`config.mk`:
```
export PLATFORM = sky130hd
export DESIGN_NAME = bayer_ordered_dither_binarizer_top_flat
export DESIGN_NICKNAME = d
export VERILOG_FILES = /design/src/rtl/bodb_pkg.sv /design/src/rtl/bodb_pix_if.sv /design/src/rtl/bodb_lvl_if.sv /design/src/rtl/bodb_pos.sv /design/src/rtl/bodb_thresh.sv /design/src/rtl/bayer_ordered_dither_binarizer_top.sv /design/src/flat_wrapper.sv
export SDC_FILE = /design/constraint.sdc
export NUM_CORES = 1
export LEC_CHECK = 0
export ABC_AREA = 1
export BUFFER_PORTS_ARGS = -buffer_cell sky130_fd_sc_hd__buf_2
export CAP_MARGIN = 5
export CORE_UTILIZATION = 65
export DETAILED_ROUTE_END_ITERATION = 16
export GPL_TIMING_DRIVEN = 0
export PLACE_DENSITY = 0.85
export SYNTH_ARGS = -nofsm -noshare
export SYNTH_HDL_FRONTEND = slang
export SYNTH_SLANG_ARGS = --single-unit
export TNS_END_PERCENT = 20
```
`constraint.sdc`:
```
create_clock -name i_clk -period 11.98 [get_ports i_clk]
set_input_delay 0.599 -clock i_clk [delete_from_list [all_inputs] [get_ports i_clk]]
set_output_delay 0.599 -clock i_clk [all_outputs]
set_load 0.05 [all_outputs]
```
`src/rtl/bodb_pkg.sv`:
```
// Shared types and constants for the Bayer ordered dither binarizer.
`timescale 1ns / 1ps

package bodb_pkg;

    // Pixel channel and channel-sum widths
    localparam int CHAN_W = 8;
    localparam int SUM_W  = 10;

    // Full-scale sum of three channels (3 * 255)
    localparam logic [SUM_W-1:0] LUMA_SCALE = 10'd765;

    // Configuration register widths
    localparam int ORDER_CFG_W = 3;
    localparam int WIDTH_CFG_W = 13;
    localparam int CFG_DATA_W  = 13;
    localparam int CFG_IDX_W   = 1;

    // Configuration reset values
    localparam int ORDER_RST = 2;
    localparam int WIDTH_RST = 640;

    typedef enum logic [CFG_IDX_W-1:0] {
        CFG_BAYER_ORDER = 1'b0,
        CFG_IMAGE_WIDTH = 1'b1
    } t_cfg_idx;

endpackage

```
`src/rtl/bodb_pix_if.sv`:
```
// Pixel input channel: valid/ready with RGB payload and frame marker.
`timescale 1ns / 1ps

interface bodb_pix_if;
    logic                        valid;
    logic                        ready;
    logic [bodb_pkg::CHAN_W-1:0] red;
    logic [bodb_pkg::CHAN_W-1:0] green;
    logic [bodb_pkg::CHAN_W-1:0] blue;
    logic                        frame_start;

    modport source (output valid, output red, output green, output blue,
                    output frame_start, input ready);
    modport sink   (input valid, input red, input green, input blue,
                    input frame_start, output ready);
endinterface

```
`src/rtl/bodb_lvl_if.sv`:
```
// Level output channel: valid/ready with the one-bit dithered level.
`timescale 1ns / 1ps

interface bodb_lvl_if;
    logic valid;
    logic ready;
    logic out_level;

    modport source (output valid, output out_level, input ready);
    modport sink   (input valid, input out_level, output ready);
endinterface

```
`src/rtl/bodb_pos.sv`:
```
// Raster position tracker: column counter and row phase, cleared by frame start.
`timescale 1ns / 1ps

module bodb_pos #(
    parameter int MAX_ORDER = 4,
    parameter int COL_W     = 12
) (
    input  logic                 i_clk,
    input  logic                 i_rst_n,
    input  logic                 i_adv,
    input  logic                 i_frame_start,
    input  logic [COL_W-1:0]     i_last_col,
    output logic [MAX_ORDER-1:0] o_x,
    output logic [MAX_ORDER-1:0] o_y
);

    logic [COL_W-1:0]     r_col, n_col;
    logic [MAX_ORDER-1:0] r_row, n_row;
    logic [COL_W-1:0]     cur_col;
    logic [MAX_ORDER-1:0] cur_row;

    // frame start clears the position before this pixel uses it
    assign cur_col = i_frame_start ? '0 : r_col;
    assign cur_row = i_frame_start ? '0 : r_row;

    assign o_x = MAX_ORDER'(cur_col);
    assign o_y = cur_row;

    always_comb begin
        n_col = r_col;
        n_row = r_row;
        if (i_adv) begin
            // >= covers a width shrunk while mid-row
            if (cur_col >= i_last_col) begin
                n_col = '0;
                n_row = cur_row + 1'b1;
            end else begin
                n_col = cur_col + 1'b1;
                n_row = cur_row;
            end
        end
    end

    always_ff @(posedge i_clk) begin
        if (!i_rst_n) begin
            r_col <= '0;
            r_row <= '0;
        end else begin
            r_col <= n_col;
            r_row <= n_row;
        end
    end

endmodule

```
`src/rtl/bodb_thresh.sv`:
```
// Threshold compare: Bayer index from cell position, exact integer level test.
`timescale 1ns / 1ps

module bodb_thresh #(
    parameter int MAX_ORDER = 4,
    parameter int ORD_W     = 3
) (
    input  logic [bodb_pkg::CHAN_W-1:0] i_red,
    input  logic [bodb_pkg::CHAN_W-1:0] i_green,
    input  logic [bodb_pkg::CHAN_W-1:0] i_blue,
    input  logic [MAX_ORDER-1:0]        i_x,
    input  logic [MAX_ORDER-1:0]        i_y,
    input  logic [ORD_W-1:0]            i_order,
    output logic                        o_level
);

    localparam int IDX_W = 2 * MAX_ORDER;
    localparam int LW    = IDX_W + bodb_pkg::SUM_W + 1;

    logic [MAX_ORDER-1:0]       x_rev, y_rev, x_sel, y_sel;
    logic [ORD_W-1:0]           rshift;
    logic [IDX_W-1:0]           idx;
    logic [bodb_pkg::SUM_W-1:0] sum;
    logic [ORD_W:0]             lshift;
    logic [LW-1:0]              lhs, rhs;

    // Bit-reverse the cell coordinates, then drop the unused low bits so that
    // x_sel[i] = x[order-1-i]; bits above the order come out zero.
    always_comb begin
        for (int k = 0; k < MAX_ORDER; k++) begin
            x_rev[k] = i_x[MAX_ORDER-1-k];
            y_rev[k] = i_y[MAX_ORDER-1-k];
        end
    end

    assign rshift = ORD_W'(MAX_ORDER) - i_order;
    assign x_sel  = x_rev >> rshift;
    assign y_sel  = y_rev >> rshift;

    always_comb begin
        for (int i = 0; i < MAX_ORDER; i++) begin
            idx[2*i]   = x_sel[i];
            idx[2*i+1] = y_sel[i];
        end
    end

    assign sum = bodb_pkg::SUM_W'(i_red) + bodb_pkg::SUM_W'(i_green)
               + bodb_pkg::SUM_W'(i_blue);

    // 2 * sum * 4^order, shift amount is 2*order+1
    assign lshift = {i_order, 1'b1};
    assign lhs    = LW'(sum) << lshift;
    assign rhs    = LW'(bodb_pkg::LUMA_SCALE) * LW'({idx, 1'b1});

    assign o_level = (lhs > rhs);

endmodule

```
`src/rtl/bayer_ordered_dither_binarizer_top.sv`:
```
// Bayer ordered dither binarizer: config registers, two-register pixel pipeline.
`timescale 1ns / 1ps
// An accepted pixel beat goes through the input register, then the result register.
// Throughput: one pixel per clock; the input register and result register each
// load whenever the stage ahead is empty or draining, so stalls only back up.
// Reset (sync, active low): position counters clear, bayer_order = 2,
// image_width = 640 (clamped to MAX_ORDER / MAX_WIDTH), pipeline empty.

module bayer_ordered_dither_binarizer_top #(
    parameter int MAX_ORDER = 4,
    parameter int MAX_WIDTH = 4096
) (
    input  logic                              i_clk,
    input  logic                              i_rst_n,
    input  logic                              i_cfg_we,
    input  logic [bodb_pkg::CFG_IDX_W-1:0]    i_cfg_idx,
    input  logic [bodb_pkg::CFG_DATA_W-1:0]   i_cfg_data,
    bodb_pix_if.sink                          i_pix,
    bodb_lvl_if.source                        o_lvl
);

    localparam int COL_W  = $clog2(MAX_WIDTH);
    localparam int ORD_W  = $clog2(MAX_ORDER + 1);
    localparam int CMP_W  = ((COL_W > bodb_pkg::WIDTH_CFG_W) ? COL_W
                                                              : bodb_pkg::WIDTH_CFG_W) + 1;
    localparam int ORD_RST_EFF = (bodb_pkg::ORDER_RST > MAX_ORDER) ? MAX_ORDER
                                                                   : bodb_pkg::ORDER_RST;
    localparam int LAST_RST = ((bodb_pkg::WIDTH_RST > MAX_WIDTH) ? MAX_WIDTH
                                                                 : bodb_pkg::WIDTH_RST) - 1;

    // Configuration: stored already clamped
    logic [ORD_W-1:0] r_order, n_order;
    logic [COL_W-1:0] r_last_col, n_last_col;

    logic [bodb_pkg::ORDER_CFG_W-1:0] cfg_ord;
    logic [CMP_W-1:0]                 cfg_w;

    assign cfg_ord = i_cfg_data[bodb_pkg::ORDER_CFG_W-1:0];
    assign cfg_w   = CMP_W'(i_cfg_data[bodb_pkg::WIDTH_CFG_W-1:0]);

    always_comb begin
        n_order    = r_order;
        n_last_col = r_last_col;
        if (i_cfg_we) begin
            case (bodb_pkg::t_cfg_idx'(i_cfg_idx))
                bodb_pkg::CFG_BAYER_ORDER: begin
                    if (cfg_ord > bodb_pkg::ORDER_CFG_W'(MAX_ORDER)) begin
                        n_order = ORD_W'(MAX_ORDER);
                    end else begin
                        n_order = ORD_W'(cfg_ord);
                    end
                end
                bodb_pkg::CFG_IMAGE_WIDTH: begin
                    // zero width acts as one column
                    if (cfg_w == '0) begin
                        n_last_col = '0;
                    end else if (cfg_w > CMP_W'(MAX_WIDTH)) begin
                        n_last_col = COL_W'(MAX_WIDTH - 1);
                    end else begin
                        n_last_col = COL_W'(cfg_w - 1'b1);
                    end
                end
                default: begin
                    n_order    = r_order;
                    n_last_col = r_last_col;
                end
            endcase
        end
    end

    always_ff @(posedge i_clk) begin
        if (!i_rst_n) begin
            r_order    <= ORD_W'(ORD_RST_EFF);
            r_last_col <= COL_W'(LAST_RST);
        end else begin
            r_order    <= n_order;
            r_last_col <= n_last_col;
        end
    end

    // Pipeline control
    logic                        r_s1_valid;
    logic                        r_out_valid;
    logic                        s2_load;
    logic                        in_ready;
    logic                        in_beat;

    assign s2_load  = r_s1_valid && (!r_out_valid || o_lvl.ready);
    assign in_ready = !r_s1_valid || s2_load;
    assign in_beat  = i_pix.valid && in_ready;

    assign i_pix.ready = in_ready;

    // Position tracking advances once per accepted pixel
    logic [MAX_ORDER-1:0] pos_x, pos_y;

    bodb_pos #(
        .MAX_ORDER (MAX_ORDER),
        .COL_W     (COL_W)
    ) u_pos (
        .i_clk         (i_clk),
        .i_rst_n       (i_rst_n),
        .i_adv         (in_beat),
        .i_frame_start (i_pix.frame_start),
        .i_last_col    (r_last_col),
        .o_x           (pos_x),
        .o_y           (pos_y)
    );

    // Input register
    logic [bodb_pkg::CHAN_W-1:0] r_s1_red, r_s1_green, r_s1_blue;
    logic [MAX_ORDER-1:0]        r_s1_x, r_s1_y;

    always_ff @(posedge i_clk) begin
        if (!i_rst_n) begin
            r_s1_valid <= 1'b0;
        end else if (in_ready) begin
            r_s1_valid <= i_pix.valid;
        end
    end

    always_ff @(posedge i_clk) begin
        if (in_beat) begin
            r_s1_red   <= i_pix.red;
            r_s1_green <= i_pix.green;
            r_s1_blue  <= i_pix.blue;
            r_s1_x     <= pos_x;
            r_s1_y     <= pos_y;
        end
    end

    // Threshold compare between the two registers
    logic level;

    bodb_thresh #(
        .MAX_ORDER (MAX_ORDER),
        .ORD_W     (ORD_W)
    ) u_thresh (
        .i_red   (r_s1_red),
        .i_green (r_s1_green),
        .i_blue  (r_s1_blue),
        .i_x     (r_s1_x),
        .i_y     (r_s1_y),
        .i_order (r_order),
        .o_level (level)
    );

    // Result register
    logic r_out_level;

    always_ff @(posedge i_clk) begin
        if (!i_rst_n) begin
            r_out_valid <= 1'b0;
        end else if (s2_load) begin
            r_out_valid <= 1'b1;
        end else if (o_lvl.ready) begin
            r_out_valid <= 1'b0;
        end
    end

    always_ff @(posedge i_clk) begin
        if (s2_load) begin
            r_out_level <= level;
        end
    end

    assign o_lvl.valid     = r_out_valid;
    assign o_lvl.out_level = r_out_level;

endmodule

```
`src/flat_wrapper.sv`:
```
// flat-port wrapper written by rule: the top's interface ports become plain ports
module bayer_ordered_dither_binarizer_top_flat 
#(
    parameter int MAX_ORDER = 4,
    parameter int MAX_WIDTH = 4096
)
  (i_clk, i_rst_n, i_cfg_we, i_cfg_idx, i_cfg_data, i_pix_valid, i_pix_red, i_pix_green, i_pix_blue, i_pix_frame_start, i_pix_ready, o_lvl_valid, o_lvl_out_level, o_lvl_ready);
  bodb_pix_if i_pix_i ();
  bodb_lvl_if o_lvl_i ();
  input  logic i_clk;
  input  logic i_rst_n;
  input  logic i_cfg_we;
  input  logic [bodb_pkg::CFG_IDX_W-1:0] i_cfg_idx;
  input  logic [bodb_pkg::CFG_DATA_W-1:0] i_cfg_data;
  input wire logic [$bits(i_pix_i.valid)-1:0] i_pix_valid;
  input wire logic [$bits(i_pix_i.red)-1:0] i_pix_red;
  input wire logic [$bits(i_pix_i.green)-1:0] i_pix_green;
  input wire logic [$bits(i_pix_i.blue)-1:0] i_pix_blue;
  input wire logic [$bits(i_pix_i.frame_start)-1:0] i_pix_frame_start;
  output wire logic [$bits(i_pix_i.ready)-1:0] i_pix_ready;
  output wire logic [$bits(o_lvl_i.valid)-1:0] o_lvl_valid;
  output wire logic [$bits(o_lvl_i.out_level)-1:0] o_lvl_out_level;
  input wire logic [$bits(o_lvl_i.ready)-1:0] o_lvl_ready;
  assign i_pix_i.valid = i_pix_valid;
  assign i_pix_i.red = i_pix_red;
  assign i_pix_i.green = i_pix_green;
  assign i_pix_i.blue = i_pix_blue;
  assign i_pix_i.frame_start = i_pix_frame_start;
  assign i_pix_ready = i_pix_i.ready;
  assign o_lvl_valid = o_lvl_i.valid;
  assign o_lvl_out_level = o_lvl_i.out_level;
  assign o_lvl_i.ready = o_lvl_ready;
  bayer_ordered_dither_binarizer_top #(.MAX_ORDER(MAX_ORDER), .MAX_WIDTH(MAX_WIDTH)) u_core (.i_clk(i_clk), .i_rst_n(i_rst_n), .i_cfg_we(i_cfg_we), .i_cfg_idx(i_cfg_idx), .i_cfg_data(i_cfg_data), .i_pix(i_pix_i), .o_lvl(o_lvl_i));
endmodule
```
==> impl_metrics.ini <==
[yosys]
ys_types = 38
synthArstFlopShare_pct = 0
synthSimpleGateAreaFrac_pct = 25.6
synth_fa_ha_area_share_pct = 26.2
yosysWarningCount = 0
syn_area_per_cell_um2 = 7.53
synth_edf_count = 33
synth_nets = 1050
synthXorXnorAreaFrac_pct = 3.69
ys_seq_elements = 66
synthCells = 887
ys_seq_area_share_pct = 24.7
synth_flop_cell = edfxtp_1
synth_top_family_by_area = adder cells
synth_area_um2 = 6680
muxShareOfSynthArea_pct = 0
synth_compound_area_share_pct = 8.42

[sta]
setup_slack_ns = 5.17
hold_viol_final = 0
tightestPinTransition_ns = 0.847
setup_viol = 0
final-max-slew-violation-count = 0
min_period_over_period_pct = 56.9
fin_skew_ns = 0.0128
rsz0062_at_grt = false
clock.fmax_mhz = 147
slew-limit-headroom_pct = 43.5
hold_ws_ns = 0.415
fin_tns_setup_ns = 0
fin_crit_ns = 6.81

[drt]
antenna_left = 0
drtIter0Drc = 194
firstDrtPassIters = 5
routed_wl_um = 13500
avgRoutedWirePerCell_um = 12.5
drc_errors = 0
via_count = 5626
viasPerCell = 5.21

[critical_path]
path_delay_family = adder cells
cp.required_ns = 12.05
crit_fanout = 10
cpPeakStageDelay_ns = 0.56
path_common_cell = inv_1
arrival_ns = 6.88
endpoint_kind = flop
critPathKind = flop to flop
worstSetupStartpointType = flop
worst-path-buf-inv = 9
cp_slowest_cell = fa_1

[floorplan]
die_y_um = 103
core_um2 = 9860
die_w_um = 103
initial_utilization_pct = 67.7
rows = 36
ios = 47
die_area_um2 = 10700

[placement]
io_buffer_count = 44
gp_congestion = 0.946
dp_hpwl_um = 11100
dp_slack_ns = 5.18

[layout]
area_growth_pct = 8.30
final_cell_mix = 203 x nand2_1, 171 x inv_1, 84 x ha_1
drive_gt1_share_pct = 10.2
diodes = 0
final_net_count = 1105
final_common_cell = nand2_1

[global_routing]
grt.overflow.total = 0
grtUsageTotal_pct = 27.5
first_global_vias = 5301
grt_pass1_wl_um = 22700
grt_max_degree = 42
antenna_found_initial = 0

[clock_network]
clk_path_buf_depth = 2
cts_sinks = 66
cts_tree = yes
cts_hold_repair.buffers = 0
h-tree-depth = 3
cts_setup_buffers = 0
clock_latency_ns = 0.34
cts-root-buf = clkbuf_8
cts_buffers = 9
clk_pin_slew_worst_paths_ns = 0.09
post_cts_resize_count = 0

[power]
powerDensity_nw_per_um2 = 177
finalPower_mw = 1.28
p_leak_nw = 3.77
ir_drop_v = 0.000231

[status]
outcome = completed

[hold_path]
hold_class = primary input to flop

[flow_run]
cap_violations = 0
[cell families after synthesis]
group / count (synthesis)
DFF: 66
xor gates and xnor gates: 26
adders and majority gates: 119
buffers and inverters: 191
AOI/OAI and AO/OA: 100
and+or+nand+nor: 385
[state kept, by name (all words and copies together) (netlist names)]
name,cells
u_core.r_s1_y,4
u_core.u_pos.r_row,4
u_core.r_last_col,12
u_core.u_pos.r_col,12
u_core.o_lvl.out_level,1
u_core.r_s1_valid,1
u_core.r_s1_green,8
u_core.r_s1_blue,8
u_core.o_lvl.valid,1
u_core.r_order,3
u_core.r_s1_x,4
u_core.r_s1_red,8
[per-layer routing]
metal	vias to the layer above	GRT usage, %	wire length, µm
met5	-	0	0
met4	0	8.13	214
met3	22	3.83	450
met2	102	50.9	6890
met1	2561	32.9	5920
li1	2941	-	-
[area by class of cell]
| class | instances | area [µm²] |
|---|---|---|
| Multi-Input combinational cell | 630 | 4270 |
| Fill cell | 789 | 2640 |
| Sequential cell | 66 | 1650 |
| Inverter | 173 | 649 |
| Timing Repair Buffer | 44 | 220 |
| Tap cell | 133 | 166 |
| Clock buffer | 9 | 124 |
| Buffer | 18 | 104 |
| Clock inverter | 7 | 43.8 |
[synthesized netlist by cell type, types with 6 or more instances]
master | n | share of area [%]
inv_1 | 171 | 9.6
xnor2_1 | 8 | 1.0
fa_1 | 35 | 10
nor3_1 | 6 | 0.45
edfxtp_1 | 33 | 15
xor2_1 | 17 | 2.2
nor2_1 | 71 | 4.0
nand4_1 | 12 | 1.1
nor2_2 | 6 | 0.56
o21ai_0 | 20 | 1.5
ha_1 | 84 | 16
o211ai_1 | 8 | 0.90
nand2_2 | 6 | 0.56
dfxtp_1 | 33 | 9.9
nand3_1 | 61 | 4.6
nand2_1 | 203 | 11
nor2_4 | 6 | 1.0
clkbuf_1 | 9 | 0.51
a21oi_1 | 53 | 4.0
[worst register-to-register path, delay by kind of cell (launching register included)]
kind / cells / cell delay, ns
buffers and inverters: 9 / 1.10
AO/OA/AOI/OAI: 6 / 1.13
AND/OR/NAND/NOR: 8 / 0.88
adder cells (fa/ha/maj): 7 / 3.11
flip-flops: 1 / 0.33
[stage by stage]
step	utilization [%]	std cells	area, µm²
2_1_floorplan	-	887	6680
3_3_place_gp	71.6	1064	7060
3_5_place_dp	71.6	1064	7060
4_1_cts	73.3	1080	7230
5_1_grt	73.3	1080	7230
6_report	73.3	1080	7230
[where the power goes]
part,internal (mW),leakage [nW],switching (mW),total [mW]
logic,0.342,3.10,0.519,0.862
clock network,0.0740,0.0784,0.0915,0.165
registers,0.251,0.596,0.00530,0.256
total,0.667,3.77,0.616,1.28
[worst paths after layout]
check | startpoint | endpoint | slack (ns) | depth (start not counted)
worst min register to register | u_core.u_pos.r_row[0] | u_core.u_pos.r_row[0] | 0.47 | 2
worst min-delay path | i_pix_red[7] | u_core.r_s1_red[7] | 0.42 | 1
worst max-delay path | u_core.r_order[1] | u_core.o_lvl.out_level | 5.17 | 30
worst max register to register | u_core.r_order[1] | u_core.o_lvl.out_level | 5.17 | 30
Note: power is estimated with default switching activity, not from simulation.
